`src/lcd_draw_command_engine_assert.svh`:
```
// Assertion helpers for the draw command engine.
// Both forms sample on clk and are held off while rst_n is low.
`ifndef LCD_DRAW_COMMAND_ENGINE_ASSERT_SVH
`define LCD_DRAW_COMMAND_ENGINE_ASSERT_SVH

// Consequent checked in the same cycle as the antecedent.
`define LCDD_ASSERT_SAME(lbl, ante, cons, msg) \
  lbl: assert property (@(posedge clk) disable iff (!rst_n) (ante) |-> (cons)) \
    else $error(msg);

// Consequent checked in the cycle after the antecedent.
`define LCDD_ASSERT_NEXT(lbl, ante, cons, msg) \
  lbl: assert property (@(posedge clk) disable iff (!rst_n) (ante) |=> (cons)) \
    else $error(msg);

`endif

```
`src/lcdd_pkg.sv`:
```
`default_nettype none
// ----------------------------------------------------------------------------
// lcdd_pkg
// Shared types, codes and tables of the draw command engine.
// ----------------------------------------------------------------------------
package lcdd_pkg;

  localparam int PANEL_WIDTH_DEF  = 240;
  localparam int PANEL_HEIGHT_DEF = 320;
  localparam int DIM_W            = 9;
  localparam int Q_DEPTH          = 4;
  localparam int RUN_W            = 17;
  localparam logic [RUN_W-1:0] RUN_MAX = 17'h1FFFF;

  localparam logic [7:0] OP_COLSET = 8'h2A;
  localparam logic [7:0] OP_ROWSET = 8'h2B;
  localparam logic [7:0] OP_MEMWR  = 8'h2C;
  localparam logic [7:0] OP_MADCTL = 8'h36;
  localparam logic [7:0] OP_INVOFF = 8'h20;
  localparam logic [7:0] OP_INVON  = 8'h21;

  localparam logic [7:0] FLAG_MY  = 8'h80;
  localparam logic [7:0] FLAG_MX  = 8'h40;
  localparam logic [7:0] FLAG_MV  = 8'h20;
  localparam logic [7:0] FLAG_BGR = 8'h08;

  typedef enum logic [2:0] {
    CMD_PIXEL  = 3'd0,
    CMD_HLINE  = 3'd1,
    CMD_VLINE  = 3'd2,
    CMD_FILL   = 3'd3,
    CMD_ROTATE = 3'd4,
    CMD_INVERT = 3'd5
  } cmd_t;

  typedef enum logic [2:0] {
    KIND_PIXEL,
    KIND_HLINE,
    KIND_VLINE,
    KIND_RECT,
    KIND_RECT_NORUN,
    KIND_ROT,
    KIND_INV
  } kind_t;

  typedef enum logic [3:0] {
    BEAT_COLSET = 4'd0,
    BEAT_X0_HI  = 4'd1,
    BEAT_X0_LO  = 4'd2,
    BEAT_X1_HI  = 4'd3,
    BEAT_X1_LO  = 4'd4,
    BEAT_ROWSET = 4'd5,
    BEAT_Y0_HI  = 4'd6,
    BEAT_Y0_LO  = 4'd7,
    BEAT_Y1_HI  = 4'd8,
    BEAT_Y1_LO  = 4'd9,
    BEAT_MEMWR  = 4'd10,
    BEAT_RUN    = 4'd11
  } beat_t;

  // One classified word handed from front to back.
  // For rotation, color holds the flag byte; for inversion, the opcode.
  typedef struct packed {
    kind_t       kind;
    logic [15:0] x0;
    logic [15:0] y0;
    logic [15:0] ext_x;
    logic [15:0] ext_y;
    logic [15:0] color;
  } desc_t;

  typedef struct packed {
    logic                         full;
    logic                         empty;
    logic [$clog2(Q_DEPTH+1)-1:0] count;
  } q_status_t;

  typedef struct packed {
    logic  active;
    kind_t kind;
    beat_t beat;
  } bk_status_t;

  function automatic logic [7:0] rot_flags(input logic [1:0] rot);
    logic [7:0] f;
    case (rot)
      2'd0:    f = FLAG_MX | FLAG_BGR;
      2'd1:    f = FLAG_MV | FLAG_BGR;
      2'd2:    f = FLAG_MY | FLAG_BGR;
      default: f = FLAG_MX | FLAG_MY | FLAG_MV | FLAG_BGR;
    endcase
    return f;
  endfunction

endpackage
`default_nettype wire

```
`src/lcdd_front.sv`:
```
`default_nettype none
// ----------------------------------------------------------------------------
// lcdd_front
// Classifies and clips each accepted command and keeps the screen size.
// ----------------------------------------------------------------------------
module lcdd_front #(
  parameter int PANEL_WIDTH  = lcdd_pkg::PANEL_WIDTH_DEF,
  parameter int PANEL_HEIGHT = lcdd_pkg::PANEL_HEIGHT_DEF
) (
  input  wire logic               clk,
  input  wire logic               rst_n,
  input  wire logic               accept,
  input  wire logic [2:0]         cmd,
  input  wire logic signed [15:0] pos_x,
  input  wire logic signed [15:0] pos_y,
  input  wire logic signed [15:0] span_w,
  input  wire logic signed [15:0] span_h,
  input  wire logic [15:0]        color,
  input  wire logic [1:0]         rotation,
  input  wire logic               invert_on,
  output logic                    push,
  output lcdd_pkg::desc_t         push_data
);

  localparam logic [lcdd_pkg::DIM_W-1:0] PW = lcdd_pkg::DIM_W'(PANEL_WIDTH);
  localparam logic [lcdd_pkg::DIM_W-1:0] PH = lcdd_pkg::DIM_W'(PANEL_HEIGHT);

  logic [lcdd_pkg::DIM_W-1:0] scr_w_r, scr_w_nxt;
  logic [lcdd_pkg::DIM_W-1:0] scr_h_r, scr_h_nxt;

  logic signed [17:0] xs, ys, ws, hs, sw, sh, x_end, y_end, x_room, y_room;
  logic signed [15:0] w_cut, h_cut;
  logic               x_in, y_in, pix_ok;
  logic               keep;

  assign xs     = {{2{pos_x[15]}}, pos_x};
  assign ys     = {{2{pos_y[15]}}, pos_y};
  assign ws     = {{2{span_w[15]}}, span_w};
  assign hs     = {{2{span_h[15]}}, span_h};
  assign sw     = {{(18-lcdd_pkg::DIM_W){1'b0}}, scr_w_r};
  assign sh     = {{(18-lcdd_pkg::DIM_W){1'b0}}, scr_h_r};
  assign x_in   = xs < sw;
  assign y_in   = ys < sh;
  assign pix_ok = (xs >= 18'sd0) && x_in && (ys >= 18'sd0) && y_in;
  assign x_end  = xs + ws - 18'sd1;
  assign y_end  = ys + hs - 18'sd1;
  assign x_room = sw - xs;
  assign y_room = sh - ys;
  assign w_cut  = (x_end >= sw) ? x_room[15:0] : span_w;
  assign h_cut  = (y_end >= sh) ? y_room[15:0] : span_h;

  always_comb begin
    keep              = 1'b0;
    push_data.kind    = lcdd_pkg::KIND_PIXEL;
    push_data.x0      = pos_x;
    push_data.y0      = pos_y;
    push_data.ext_x   = 16'd2;
    push_data.ext_y   = 16'd2;
    push_data.color   = color;
    scr_w_nxt         = scr_w_r;
    scr_h_nxt         = scr_h_r;
    case (cmd)
      lcdd_pkg::CMD_PIXEL: begin
        keep = pix_ok;
      end
      lcdd_pkg::CMD_HLINE: begin
        if (x_in && y_in && span_w >= 16'sd1) begin
          if (w_cut < 16'sd2) begin
            keep = pix_ok;
          end else begin
            keep            = 1'b1;
            push_data.kind  = lcdd_pkg::KIND_HLINE;
            push_data.ext_x = w_cut;
            push_data.ext_y = 16'd1;
          end
        end
      end
      lcdd_pkg::CMD_VLINE: begin
        if (x_in && y_in && span_h >= 16'sd1) begin
          if (h_cut < 16'sd2) begin
            keep = pix_ok;
          end else begin
            keep            = 1'b1;
            push_data.kind  = lcdd_pkg::KIND_VLINE;
            push_data.ext_x = 16'd1;
            push_data.ext_y = h_cut;
          end
        end
      end
      lcdd_pkg::CMD_FILL: begin
        if (x_in && y_in && span_w >= 16'sd1 && span_h >= 16'sd1) begin
          if (w_cut == 16'sd1 || h_cut == 16'sd1) begin
            keep = pix_ok;
          end else begin
            keep            = 1'b1;
            push_data.kind  = (w_cut > 16'sd0 && h_cut > 16'sd0) ?
                              lcdd_pkg::KIND_RECT : lcdd_pkg::KIND_RECT_NORUN;
            push_data.ext_x = w_cut;
            push_data.ext_y = h_cut;
          end
        end
      end
      lcdd_pkg::CMD_ROTATE: begin
        keep            = 1'b1;
        push_data.kind  = lcdd_pkg::KIND_ROT;
        push_data.color = {8'h00, lcdd_pkg::rot_flags(rotation)};
        scr_w_nxt       = rotation[0] ? PH : PW;
        scr_h_nxt       = rotation[0] ? PW : PH;
      end
      lcdd_pkg::CMD_INVERT: begin
        keep            = 1'b1;
        push_data.kind  = lcdd_pkg::KIND_INV;
        push_data.color = {8'h00, invert_on ? lcdd_pkg::OP_INVON : lcdd_pkg::OP_INVOFF};
      end
      default: begin
        keep = 1'b0;
      end
    endcase
  end

  assign push = accept && keep;

  always_ff @(posedge clk) begin
    if (!rst_n) begin
      scr_w_r <= PW;
      scr_h_r <= PH;
    end else if (accept) begin
      scr_w_r <= scr_w_nxt;
      scr_h_r <= scr_h_nxt;
    end
  end

endmodule
`default_nettype wire

```
`src/lcdd_queue.sv`:
```
`default_nettype none
// ----------------------------------------------------------------------------
// lcdd_queue
// Short first-in first-out buffer of classified words between front and back.
// ----------------------------------------------------------------------------
module lcdd_queue (
  input  wire logic             clk,
  input  wire logic             rst_n,
  input  wire logic             push,
  input  wire lcdd_pkg::desc_t  push_data,
  input  wire logic             pop,
  output lcdd_pkg::desc_t       head,
  output lcdd_pkg::q_status_t   status
);

  localparam int AW = $clog2(lcdd_pkg::Q_DEPTH);
  localparam int CW = $clog2(lcdd_pkg::Q_DEPTH + 1);
  localparam logic [AW-1:0] LAST_SLOT = AW'(lcdd_pkg::Q_DEPTH - 1);

  lcdd_pkg::desc_t slot_r [lcdd_pkg::Q_DEPTH];
  logic [AW-1:0]   wr_ptr_r, wr_ptr_nxt;
  logic [AW-1:0]   rd_ptr_r, rd_ptr_nxt;
  logic [CW-1:0]   count_r, count_nxt;

  always_comb begin
    wr_ptr_nxt = wr_ptr_r;
    rd_ptr_nxt = rd_ptr_r;
    count_nxt  = count_r;
    if (push) begin
      wr_ptr_nxt = (wr_ptr_r == LAST_SLOT) ? '0 : wr_ptr_r + 1'b1;
    end
    if (pop) begin
      rd_ptr_nxt = (rd_ptr_r == LAST_SLOT) ? '0 : rd_ptr_r + 1'b1;
    end
    if (push && !pop) begin
      count_nxt = count_r + 1'b1;
    end else if (pop && !push) begin
      count_nxt = count_r - 1'b1;
    end
  end

  always_ff @(posedge clk) begin
    if (!rst_n) begin
      wr_ptr_r <= '0;
      rd_ptr_r <= '0;
      count_r  <= '0;
    end else begin
      wr_ptr_r <= wr_ptr_nxt;
      rd_ptr_r <= rd_ptr_nxt;
      count_r  <= count_nxt;
    end
  end

  always_ff @(posedge clk) begin
    if (push) begin
      slot_r[wr_ptr_r] <= push_data;
    end
  end

  assign head         = slot_r[rd_ptr_r];
  assign status.count = count_r;
  assign status.empty = (count_r == '0);
  assign status.full  = (count_r == CW'(lcdd_pkg::Q_DEPTH));

endmodule
`default_nettype wire

```
`src/lcdd_back.sv`:
```
`default_nettype none
// ----------------------------------------------------------------------------
// lcdd_back
// Sequences one bus word per cycle, while the output is not stalled, for the word at the head of the queue.
// ----------------------------------------------------------------------------
module lcdd_back (
  input  wire logic                           clk,
  input  wire logic                           rst_n,
  input  wire lcdd_pkg::desc_t                head,
  input  wire lcdd_pkg::q_status_t            q_status,
  output logic                                pop,
  output lcdd_pkg::bk_status_t                status,
  output logic                                out_valid,
  input  wire logic                           out_stall,
  output logic                                out_is_command,
  output logic [15:0]                         out_bus_value,
  output logic [lcdd_pkg::RUN_W-1:0]          out_repeat_count,
  output logic                                out_last
);

  lcdd_pkg::desc_t d_r;
  lcdd_pkg::beat_t beat_r, beat_nxt;
  logic            active_r, active_nxt;
  logic            out_valid_r, out_valid_nxt;
  logic [31:0]     prod_r;

  logic [15:0]                x1, y1;
  logic [lcdd_pkg::RUN_W-1:0] run_cnt;
  logic                       b_cmd, b_last;
  logic [15:0]                b_val;
  logic [lcdd_pkg::RUN_W-1:0] b_rep;
  logic                       adv, load;

  assign x1 = d_r.x0 + d_r.ext_x - 16'd1;
  assign y1 = d_r.y0 + d_r.ext_y - 16'd1;
  assign run_cnt = (d_r.kind == lcdd_pkg::KIND_PIXEL) ? lcdd_pkg::RUN_W'(1) :
                   (prod_r > {15'd0, lcdd_pkg::RUN_MAX}) ? lcdd_pkg::RUN_MAX :
                   prod_r[lcdd_pkg::RUN_W-1:0];

  always_comb begin
    b_cmd  = 1'b0;
    b_val  = 16'd0;
    b_rep  = lcdd_pkg::RUN_W'(1);
    b_last = 1'b0;
    case (d_r.kind)
      lcdd_pkg::KIND_ROT: begin
        b_cmd  = (beat_r == lcdd_pkg::BEAT_COLSET);
        b_val  = b_cmd ? {8'h00, lcdd_pkg::OP_MADCTL} : d_r.color;
        b_last = !b_cmd;
      end
      lcdd_pkg::KIND_INV: begin
        b_cmd  = 1'b1;
        b_val  = d_r.color;
        b_last = 1'b1;
      end
      default: begin
        unique case (beat_r)
          lcdd_pkg::BEAT_COLSET: begin
            b_cmd = 1'b1;
            b_val = {8'h00, lcdd_pkg::OP_COLSET};
          end
          lcdd_pkg::BEAT_X0_HI:  b_val = {8'h00, d_r.x0[15:8]};
          lcdd_pkg::BEAT_X0_LO:  b_val = {8'h00, d_r.x0[7:0]};
          lcdd_pkg::BEAT_X1_HI:  b_val = {8'h00, x1[15:8]};
          lcdd_pkg::BEAT_X1_LO:  b_val = {8'h00, x1[7:0]};
          lcdd_pkg::BEAT_ROWSET: begin
            b_cmd = 1'b1;
            b_val = {8'h00, lcdd_pkg::OP_ROWSET};
          end
          lcdd_pkg::BEAT_Y0_HI:  b_val = {8'h00, d_r.y0[15:8]};
          lcdd_pkg::BEAT_Y0_LO:  b_val = {8'h00, d_r.y0[7:0]};
          lcdd_pkg::BEAT_Y1_HI:  b_val = {8'h00, y1[15:8]};
          lcdd_pkg::BEAT_Y1_LO:  b_val = {8'h00, y1[7:0]};
          lcdd_pkg::BEAT_MEMWR: begin
            b_cmd  = 1'b1;
            b_val  = {8'h00, lcdd_pkg::OP_MEMWR};
            b_last = (d_r.kind == lcdd_pkg::KIND_RECT_NORUN);
          end
          lcdd_pkg::BEAT_RUN: begin
            b_val  = d_r.color;
            b_rep  = run_cnt;
            b_last = 1'b1;
          end
          default: b_val = 16'd0;
        endcase
      end
    endcase
  end

  assign adv  = !out_valid_r || !out_stall;
  assign load = !q_status.empty && (!active_r || (adv && b_last));
  assign pop  = load;

  always_comb begin
    active_nxt    = active_r;
    beat_nxt      = beat_r;
    out_valid_nxt = out_valid_r;
    if (adv) begin
      out_valid_nxt = active_r;
      if (active_r) begin
        beat_nxt = lcdd_pkg::beat_t'(beat_r + 4'd1);
        if (b_last) begin
          active_nxt = 1'b0;
        end
      end
    end
    if (load) begin
      active_nxt = 1'b1;
      beat_nxt   = lcdd_pkg::BEAT_COLSET;
    end
  end

  always_ff @(posedge clk) begin
    if (!rst_n) begin
      active_r    <= 1'b0;
      beat_r      <= lcdd_pkg::BEAT_COLSET;
      out_valid_r <= 1'b0;
    end else begin
      active_r    <= active_nxt;
      beat_r      <= beat_nxt;
      out_valid_r <= out_valid_nxt;
    end
  end

  always_ff @(posedge clk) begin
    if (load) begin
      d_r <= head;
    end
    prod_r <= 32'(d_r.ext_x) * 32'(d_r.ext_y);
    if (adv && active_r) begin
      out_is_command   <= b_cmd;
      out_bus_value    <= b_val;
      out_repeat_count <= b_rep;
      out_last         <= b_last;
    end
  end

  assign out_valid     = out_valid_r;
  assign status.active = active_r;
  assign status.kind   = d_r.kind;
  assign status.beat   = beat_r;

endmodule
`default_nettype wire

```
`src/lcd_draw_command_engine.sv`:
```
`default_nettype none
// ----------------------------------------------------------------------------
// lcd_draw_command_engine
// Turns drawing commands into command, parameter and pixel-run bus words.
// ----------------------------------------------------------------------------
// A pixel, line or rectangle that survives clipping produces twelve output
// words (eleven when a clipped rectangle span wraps negative), a rotation two
// and an inversion one; the output sequencer moves one word per cycle
// unless out_stall holds it. Rejected draws and unused codes leave the output
// untouched. Commands are clipped and queued as they arrive, in a four-entry
// queue, so input taking continues while earlier commands are still being
// sent; input stalls only when that queue is full.
// ----------------------------------------------------------------------------
`include "lcd_draw_command_engine_assert.svh"

module lcd_draw_command_engine #(
  parameter int PANEL_WIDTH  = lcdd_pkg::PANEL_WIDTH_DEF,
  parameter int PANEL_HEIGHT = lcdd_pkg::PANEL_HEIGHT_DEF
) (
  input  wire logic                      clk,
  input  wire logic                      rst_n,
  input  wire logic                      in_valid,
  output logic                           in_stall,
  input  wire logic [2:0]                in_cmd,
  input  wire logic signed [15:0]        in_pos_x,
  input  wire logic signed [15:0]        in_pos_y,
  input  wire logic signed [15:0]        in_span_w,
  input  wire logic signed [15:0]        in_span_h,
  input  wire logic [15:0]               in_color,
  input  wire logic [1:0]                in_rotation,
  input  wire logic                      in_invert_on,
  output logic                           out_valid,
  input  wire logic                      out_stall,
  output logic                           out_is_command,
  output logic [15:0]                    out_bus_value,
  output logic [lcdd_pkg::RUN_W-1:0]     out_repeat_count,
  output logic                           out_last
);

  logic                 accept, push, pop;
  lcdd_pkg::desc_t      push_data, head;
  lcdd_pkg::q_status_t  q_st;
  lcdd_pkg::bk_status_t bk_st;

  assign in_stall = q_st.full;
  assign accept   = in_valid && !in_stall;

  lcdd_front #(
    .PANEL_WIDTH  (PANEL_WIDTH),
    .PANEL_HEIGHT (PANEL_HEIGHT)
  ) u_front (
    .clk       (clk),
    .rst_n     (rst_n),
    .accept    (accept),
    .cmd       (in_cmd),
    .pos_x     (in_pos_x),
    .pos_y     (in_pos_y),
    .span_w    (in_span_w),
    .span_h    (in_span_h),
    .color     (in_color),
    .rotation  (in_rotation),
    .invert_on (in_invert_on),
    .push      (push),
    .push_data (push_data)
  );

  lcdd_queue u_queue (
    .clk       (clk),
    .rst_n     (rst_n),
    .push      (push),
    .push_data (push_data),
    .pop       (pop),
    .head      (head),
    .status    (q_st)
  );

  lcdd_back u_back (
    .clk              (clk),
    .rst_n            (rst_n),
    .head             (head),
    .q_status         (q_st),
    .pop              (pop),
    .status           (bk_st),
    .out_valid        (out_valid),
    .out_stall        (out_stall),
    .out_is_command   (out_is_command),
    .out_bus_value    (out_bus_value),
    .out_repeat_count (out_repeat_count),
    .out_last         (out_last)
  );

  `LCDD_ASSERT_SAME(a_cmd_single, out_valid && out_is_command, out_repeat_count == lcdd_pkg::RUN_W'(1), "command word with repeat count other than one")
  `LCDD_ASSERT_SAME(a_short_seq, bk_st.active && (bk_st.kind == lcdd_pkg::KIND_ROT || bk_st.kind == lcdd_pkg::KIND_INV), bk_st.beat == lcdd_pkg::BEAT_COLSET || bk_st.beat == lcdd_pkg::BEAT_X0_HI, "rotation or inversion sequence ran past its words")
  `LCDD_ASSERT_NEXT(a_rot_kept, accept && in_cmd == lcdd_pkg::CMD_ROTATE, !q_st.empty || bk_st.active, "accepted rotation word was dropped")

endmodule
`default_nettype wire
```
`config.mk`:
```
export PLATFORM = sky130hd
export DESIGN_NAME = lcd_draw_command_engine
export DESIGN_NICKNAME = d
export VERILOG_FILES = /design/src/lcdd_pkg.sv /design/src/lcdd_front.sv /design/src/lcdd_queue.sv /design/src/lcdd_back.sv /design/src/lcd_draw_command_engine.sv
export VERILOG_INCLUDE_DIRS = /design/src /design/src/src
export SDC_FILE = /design/constraint.sdc
export NUM_CORES = 1
export LEC_CHECK = 0
export BUFFER_PORTS_ARGS = -buffer_cell sky130_fd_sc_hd__buf_2
export CAP_MARGIN = 10
export CORE_MARGIN = 8
export CORE_UTILIZATION = 40
export CTS_CLUSTER_SIZE = 8
export DETAILED_ROUTE_END_ITERATION = 8
export GPL_TIMING_DRIVEN = 1
export SYNTH_ARGS = -nofsm -noshare
export SYNTH_HDL_FRONTEND = slang
export SYNTH_SLANG_ARGS = --single-unit
```
`constraint.sdc`:
```
create_clock -name clk -period 12.8 [get_ports clk]
set_input_delay 1.28 -clock clk [delete_from_list [all_inputs] [get_ports clk]]
set_output_delay 1.28 -clock clk [all_outputs]
set_load 0.01 [all_outputs]
```
# Word level (Yosys, flattened, before mapping)
# Memory sizes are Yosys's and may differ from the RTL's. A register that Yosys moved wholly into a read port is not among the register bits.
# Cells that the tools add are included.
[word_totals] register_bits=98 ram_bits=332 in_bits=90 out_inout_bits=37 memories=1
[mem_list] memory="u_queue.slot_r" depth=4 width=83 rd=1 rd_ports_with_merged_regs=1 write_ports=1 line="lcdd_queue.sv:20" text="lcdd_pkg::desc_t slot_r [lcdd_pkg::Q_DEPTH];"
[op_classes] addsub=15 n_mul=1 magnitude_cmp=13 eq_ne=26 mux=47 bitwise=2 reduce_logical=40
[ops] op="one-hot mux 16 bit (12 select lines)" count=1
[ops] op="2-to-1 mux 32 bit" count=5
[ops] op="one-hot mux 32 bit (3 select lines)" count=1
[ops] op="one-hot mux 16 bit (2 select lines)" count=2
[ops] op="2-to-1 mux 16 bit" count=3
[ops] op=">= comparator 18 x 10 -> 1 bit" count=2
[ops] op="subtractor 18 x 2 -> 18 bit, second input constant" count=2
[ops] op="adder 16 x 16 -> 17 bit" count=2
[ops] op="adder 16 bit" count=2
[ops] op="equality test 16 x 2 -> 1 bit, second input constant" count=2
[ops] op=">= comparator 16 x 1 -> 1 bit, second input constant" count=2
[ops] op=">= comparator 16 x 2 -> 1 bit, second input constant" count=2
[ops] op="> comparator 16 x 1 -> 1 bit, second input constant" count=2
[ops] op="> comparator 32 x 17 -> 1 bit, second input constant" count=1
[ops] op="< comparator 16 x 10 -> 1 bit" count=2
[ops] op="< comparator 16 x 3 -> 1 bit, second input constant" count=2
[ops] op="multiplier 16 x 16 -> 32 bit" count=1
[ops] op="subtractor 10 x 16 -> 16 bit" count=2
[ops] op="subtractor 16 x 1 -> 16 bit, second input constant" count=2
[ops] op="one-hot mux 8 bit (3 select lines)" count=1
[ops] op="2-to-1 mux 3 bit" count=7
[ops] op="equality test 3 bit, second input constant" count=6
[ops] op="2-to-1 mux 18 bit" count=1
[ops] op="2-to-1 mux 9 bit" count=2
[ops] op="31 further kinds" count=89

# Logic depth before layout (Yosys ltp)
[depth] depth_word=14 mapped_depth=31 mapped_depth_nobuf=30

# Cells and area by module
# A second synthesis with hierarchy kept.
[unflattened] cells_unflattened=2972 hier_area_um2=33742.4
[modules_own_cells] module="lcdd_back" n_inst=1 cells_each=1679 area_per_inst_um2=16016.6 seq_area_each_um2=4304.1
[modules_own_cells] module="lcdd_queue" n_inst=1 cells_each=477 area_per_inst_um2=12435.7 seq_area_each_um2=10149.7
[modules_own_cells] module="lcdd_front" n_inst=1 cells_each=815 area_per_inst_um2=5276.3 seq_area_each_um2=40.0
[modules_own_cells] module="lcd_draw_command_engine" n_inst=1 cells_each=1 area_per_inst_um2=13.8 seq_area_each_um2=0.0

# Worst setup path after synthesis
# No wires, ideal clock.
[synth_timing] path_kind="in2reg" startpoint="input port in_pos_y[0]" endpoint="memory u_queue.slot_r[0][0] (netlist bit) (enable)" setup_time_ns=0.451 t_arrival_ns=8.386 t_required_ns=12.349 setup_slack_ns=3.963 path_stages=26 path_cell_list="ha_1 inv_1 fa_1 nor2b_1 o2111a_1 or4_4 a2111oi_4 nand2_1 xor2_1 ha_1 nand2_1 nor2_1 a21oi_1 o21ba_1 o21ai_1 a21oi_1 buf_2 mux2_2 ha_1 or4_1 o21a_1 o32a_1 a21oi_1 o21ai_0 o32ai_4 and2_1"
[synth_via] elab_chain_cells=12
[synth_rtl] element="from (decl)" line="lcd_draw_command_engine.sv:26" text="input wire logic signed [15:0] in_pos_y,"
[synth_rtl] element="branches (longest 8 deep; another with subtractor 18 x 2 -> 18 bit)"
[synth_rtl] element="one-hot mux 1 bit (5 select lines) (*)" line="lcdd_front.sv:62" text="case (cmd)"
[synth_rtl] element="logical AND 1 bit (*)" line="lcdd_front.sv:121" text="assign push = accept && keep;"
[synth_rtl] element="net push" line="lcd_draw_command_engine.sv:40" text="logic accept, push, pop;"
[synth_rtl] element="2-to-1 mux 1 bit (*)" line="lcdd_queue.sv:55" text="if (push) begin"
[synth_rtl] element="2-to-1 mux 1 bit (not written as such) (*)" line="lcdd_queue.sv:56" text="slot_r[wr_ptr_r] <= push_data;"
[synth_rtl] element="to (decl)" line="lcdd_queue.sv:20"
# Mark *: on every way through the listed nets, which the timed path passes.

# Final worst setup path
[layout_timing] startpoint="input port in_pos_y[0]" endpoint="memory u_queue.slot_r[0][73] (netlist bit) (enable)"
# Same word-level chain as after synthesis.

==> results.txt <==
The flow ran to the end, and the final reports show no timing, DRC or antenna violations. The largest single stage delay on the critical path is 660 ps. The logs give 0.0160 mm2 for the area of the multi-input gates and 5930 ps for the internal reg-to-reg setup slack. The final weighted congestion of routability-driven global placement was 0.920; the worst clock skew on the final layout was 59.9 ps. The wire-length estimate of the detail-placed layout is 64,100 um. The sequential area share after synthesis came out at 44.8%. Setup repair after global routing left no endpoint under its margin. For the count of cell types in the netlist, the log shows 92. After synthesis, the largest family of logic cells by area is adder cells. The tree built by TritonCTS fans out to 497 sinks. The logs give 0.0323 mm2 for the post-synth design cell area and 0 ps for the post-route setup TNS.

The clock buffer count from CTS is 73. The later pin in the worst-skew pair is clocked with a latency of 610 ps. For the total length of routed wires, the log shows 83,900 um.

For this run, the detailed router's first-pass iteration total came to 5. The die is 300 um tall. Counting instances, the worst hold path has a depth of 2.

The post-route netlist has 12.7% of its cells at a drive strength greater than 1. Class of the tightest hold or removal check: reg -> reg. In this run, synthesis inferred 450 flip-flops with an integrated enable.

The origin of the worst setup path was in_pos_y[0]. Yosys instantiated no cell more often than sky130_fd_sc_hd__edfxtp_1. The full die area was 0.0900 mm2. The critical path contains buffers and inverters numbering 4 combined.

In the synthesized netlist, the cells that appear most often are 450 x sky130_fd_sc_hd__edfxtp_1, 384 x sky130_fd_sc_hd__inv_1, 270 x sky130_fd_sc_hd__nand2_1. The number of H-tree levels is 3, and the flip-flop and latch count after synthesis is 497. The logs give 104 for the number of standard-cell rows in the floorplan and 118 MHz for the achievable clock frequency. STA classifies the critical path endpoint as a register.

The count of endpoints failing hold in the final timing report was 0; the signal arrival time at the worst endpoint was 8680 ps. Number of global-route vias before repair: 22.5k. TritonCTS built the clock tree. After global routing the overflow that remains totals 0.

Data on the critical path is required at its endpoint by 12,990 ps. The largest fanout on the critical path is 44, and the number of I/O port buffers is 126. Of all flip-flops after synthesis, the portion carrying an async set or reset was 0%. Entering global routing, the biggest net connects 72 pins. The synthesized-area fraction occupied by ao, oa, aoi and oai cells was 9.05%.

After Yosys synthesis, XOR and XNOR cells account for 2.69% of the synthesized area. The overall die width came out at 300 um. In this run the remaining antenna-violating nets after routing total 0. The final instance area came out at 0.0362 mm2.

By area the synthesized netlist is led by sky130_fd_sc_hd__edfxtp_1 42%, sky130_fd_sc_hd__fa_1 12%, sky130_fd_sc_hd__ha_1 8.8%. The cell that appears most often on the critical path is sky130_fd_sc_hd__ha_1. Worst flop-to-flop path startpoint: u_back.d_r[20]. For the setup-violating endpoint count in the final report, the log shows 0.

The post-route DRC violation count came out at 0. Once placement completed, the tool counted placed cells totaling 3,819. The most area-hungry cell type in the Yosys netlist was sky130_fd_sc_hd__edfxtp_1.

By startpoint and endpoint, the worst setup path is classified as in -> reg. Of the post-synthesis cell area, the part taken by muxes is 6.87%. At the end of the flow the core is filled with cells to 45.2%.

Synthesis produced a netlist whose cell count is 2,702. The first global-routing pass estimated 129,000 um of wire. The area added between synthesis and finish is 12.3%. The run gives 3,218 as the post-synth net total. During synthesis, Yosys emitted a total of 0 warnings. Excluding fillers, the count of instances in the completed layout stands at 3,934. After clock tree synthesis, the repair step resized 0 gates. The gate family responsible for the most delay along the worst path was compound AO/OA/AOI/OAI gates.

After synthesis, the largest area contributor takes up 41.9% of total cell area. Measured in cells, the most critical reg-to-reg path has a length of 21. Subtracting the final worst setup slack from the clock period gives 8490 ps. Root buffer selected by CTS: sky130_fd_sc_hd__clkbuf_16.

The final routed wire length divided by cell count was 21.3 um. The run gives 0 as the final max-slew violation count. Global routing consumed, over all layers together, 18.3% of the routing resources.

The longest clock path from root to sink contains 3 buffers. After layout, the worst path uses 66.3% of the clock period. The placed standard-cell area was 0.0340 mm2; the clock-pin transition on the worst setup and hold timing paths was 50 ps. Counting the fill cells in the layout gives 7,412.

The sequential cells in the finished layout cover a total of 0.0145 mm2. At the pin with the least slew margin, the transition time is 1070 ps. The worst register-to-register path ends at u_back.prod_r[31].

Cell with the largest stage delay on the worst path: sky130_fd_sc_hd__buf_4. The initial antenna violation count came out at 2. Post-CTS timing repair inserted 0 buffers for setup.

The detailed router placed 21.3k vias in this run. For hold timing, the worst endpoint is u_queue.wr_ptr_r[1]. The worst hold path begins at u_queue.wr_ptr_r[1]. Headroom to the max-slew limit came out at 28.6%.

After floorplanning, the core was sized to cover 0.0802 mm2. The commonest register cell after synthesis is sky130_fd_sc_hd__edfxtp_1. For the boundary pin count, the log shows 127. Of the total synthesized cell area, the portion taken by full adders, half adders and majority gates is 21.2%.

The tool flagged a number of max-cap violations equal to 0. For the DRC marker count from the first detailed-route iteration, the log shows 1,320. A synthesized cell averages 11.9 um2.

The initial core utilization is 40.2%, and the routed via count divided by cell count is 5.41. Area share of and/or/nand/nor cells after synthesis: 9.83%. The critical path startpoint category is an input pin.

For this design, the CTS-stage hold fixing added 0 buffers. For this run, the post-layout net count is 3,350.
[worst reg2reg max path: cells and delay by family, from the launching register on]
| family | cells | cell delay, ps |
|---|---|---|
| and+or+nand+nor | 2 | 440 |
| xor gates and xnor gates | 1 | 140 |
| AOI/OAI and AO/OA | 8 | 1930 |
| DFF | 1 | 840 |
| adders and majority gates | 7 | 3360 |
| buffers and inverters | 3 | 150 |
[sequential cells by signal, indices dropped and copies added, names as in the netlist]
register and flops:
u_queue.slot_r 332, u_back.out_is_command 1, u_queue.count_r 3, u_front.scr_w_r 1, u_back.out_last 1, u_back.d_r 80
u_queue.rd_ptr_r 2, u_queue.wr_ptr_r 2, u_back.out_bus_value 16, u_back.out_repeat_count 17, u_front.scr_h_r 1, u_back.active_r 1
u_back.out_valid 1, u_back.status 3, u_back.prod_r 32, u_back.beat_r 4
[metrics by stage]
step | hold slack (ps) | worst slack (ps)
global route | 520 | 3880
global placement | 481 | 3710
finish | 507 | 4310
floorplan | 448 | 3960
detailed placement | 490 | 3710
CTS | 505 | 4300
[cell usage in the layout, fill, tap and decap left out, drive strengths merged, types with 16 or more instances in the layout]
master  synthesis  final
fa            199    199
clkinv          5     16
nor3           27     27
and2           41     41
mux4           83     83
and3           16     16
nand2         270    270
dfxtp          47     47
xor2           40     40
xnor2          59     59
a21oi          99     99
mux2i          28     28
nor2          185    185
edfxtp        450    450
ha            227    227
inv           384    383
o21a           38     38
nor4           19     19
o21ai          56     56
nand3          21     21
clkbuf         67    102
o21bai         17     17
nand2b         23     23
nor2b          22     22
a31oi          17     17
buf            17    141
a21o           31     31
[area by class of cell]
| cell class | instances | share of cell area (%) |
|---|---|---|
| timing repair buffer | 141 | 2.05 |
| antenna | 2 | 0.0138 |
| clock buffer | 102 | 5.37 |
| multi-input combinational | 1732 | 44.3 |
| clock inverter | 11 | 0.667 |
| sequential | 497 | 39.9 |
| inverter | 389 | 4.04 |
| tap | 1060 | 3.66 |
[logic make-up (layout without fill, tap and decap cells)]
kind of cell,after synthesis,after routing
xor gates and xnor gates,99,99
adders and majority gates,426,426
buffers and inverters,473,643
muxes,117,117
AOI/OAI and AO/OA,406,406
other,0,2
and+or+nand+nor,684,684
DFF,497,497
[worst max-delay path by stage]
stage | to | cells past startpoint | slack [ps]
after floorplan | u_queue.slot_r[0][0] | 26 | 3960
after global placement | u_queue.slot_r[1][68] | 28 | 3710
after detailed placement | u_queue.slot_r[1][64] | 28 | 3710
after CTS | u_queue.slot_r[1][27] | 28 | 4300
after global routing | u_queue.slot_r[0][73] | 28 | 3880
final | u_queue.slot_r[0][73] | 28 | 4310
[metal layers]
layer / vias to the layer above / GRT usage (%) / routed length (um)
met5: - / 0 / 0
met4: 0 / 6.04 / 2630
met3: 164 / 2.47 / 3740
met2: 570 / 32.3 / 42300
met1: 10800 / 23.2 / 35300
li1: 9746 / - / -
Power is not shown: default switching activity piles up to over one toggle a cycle in this logic, so the estimate is an artifact.
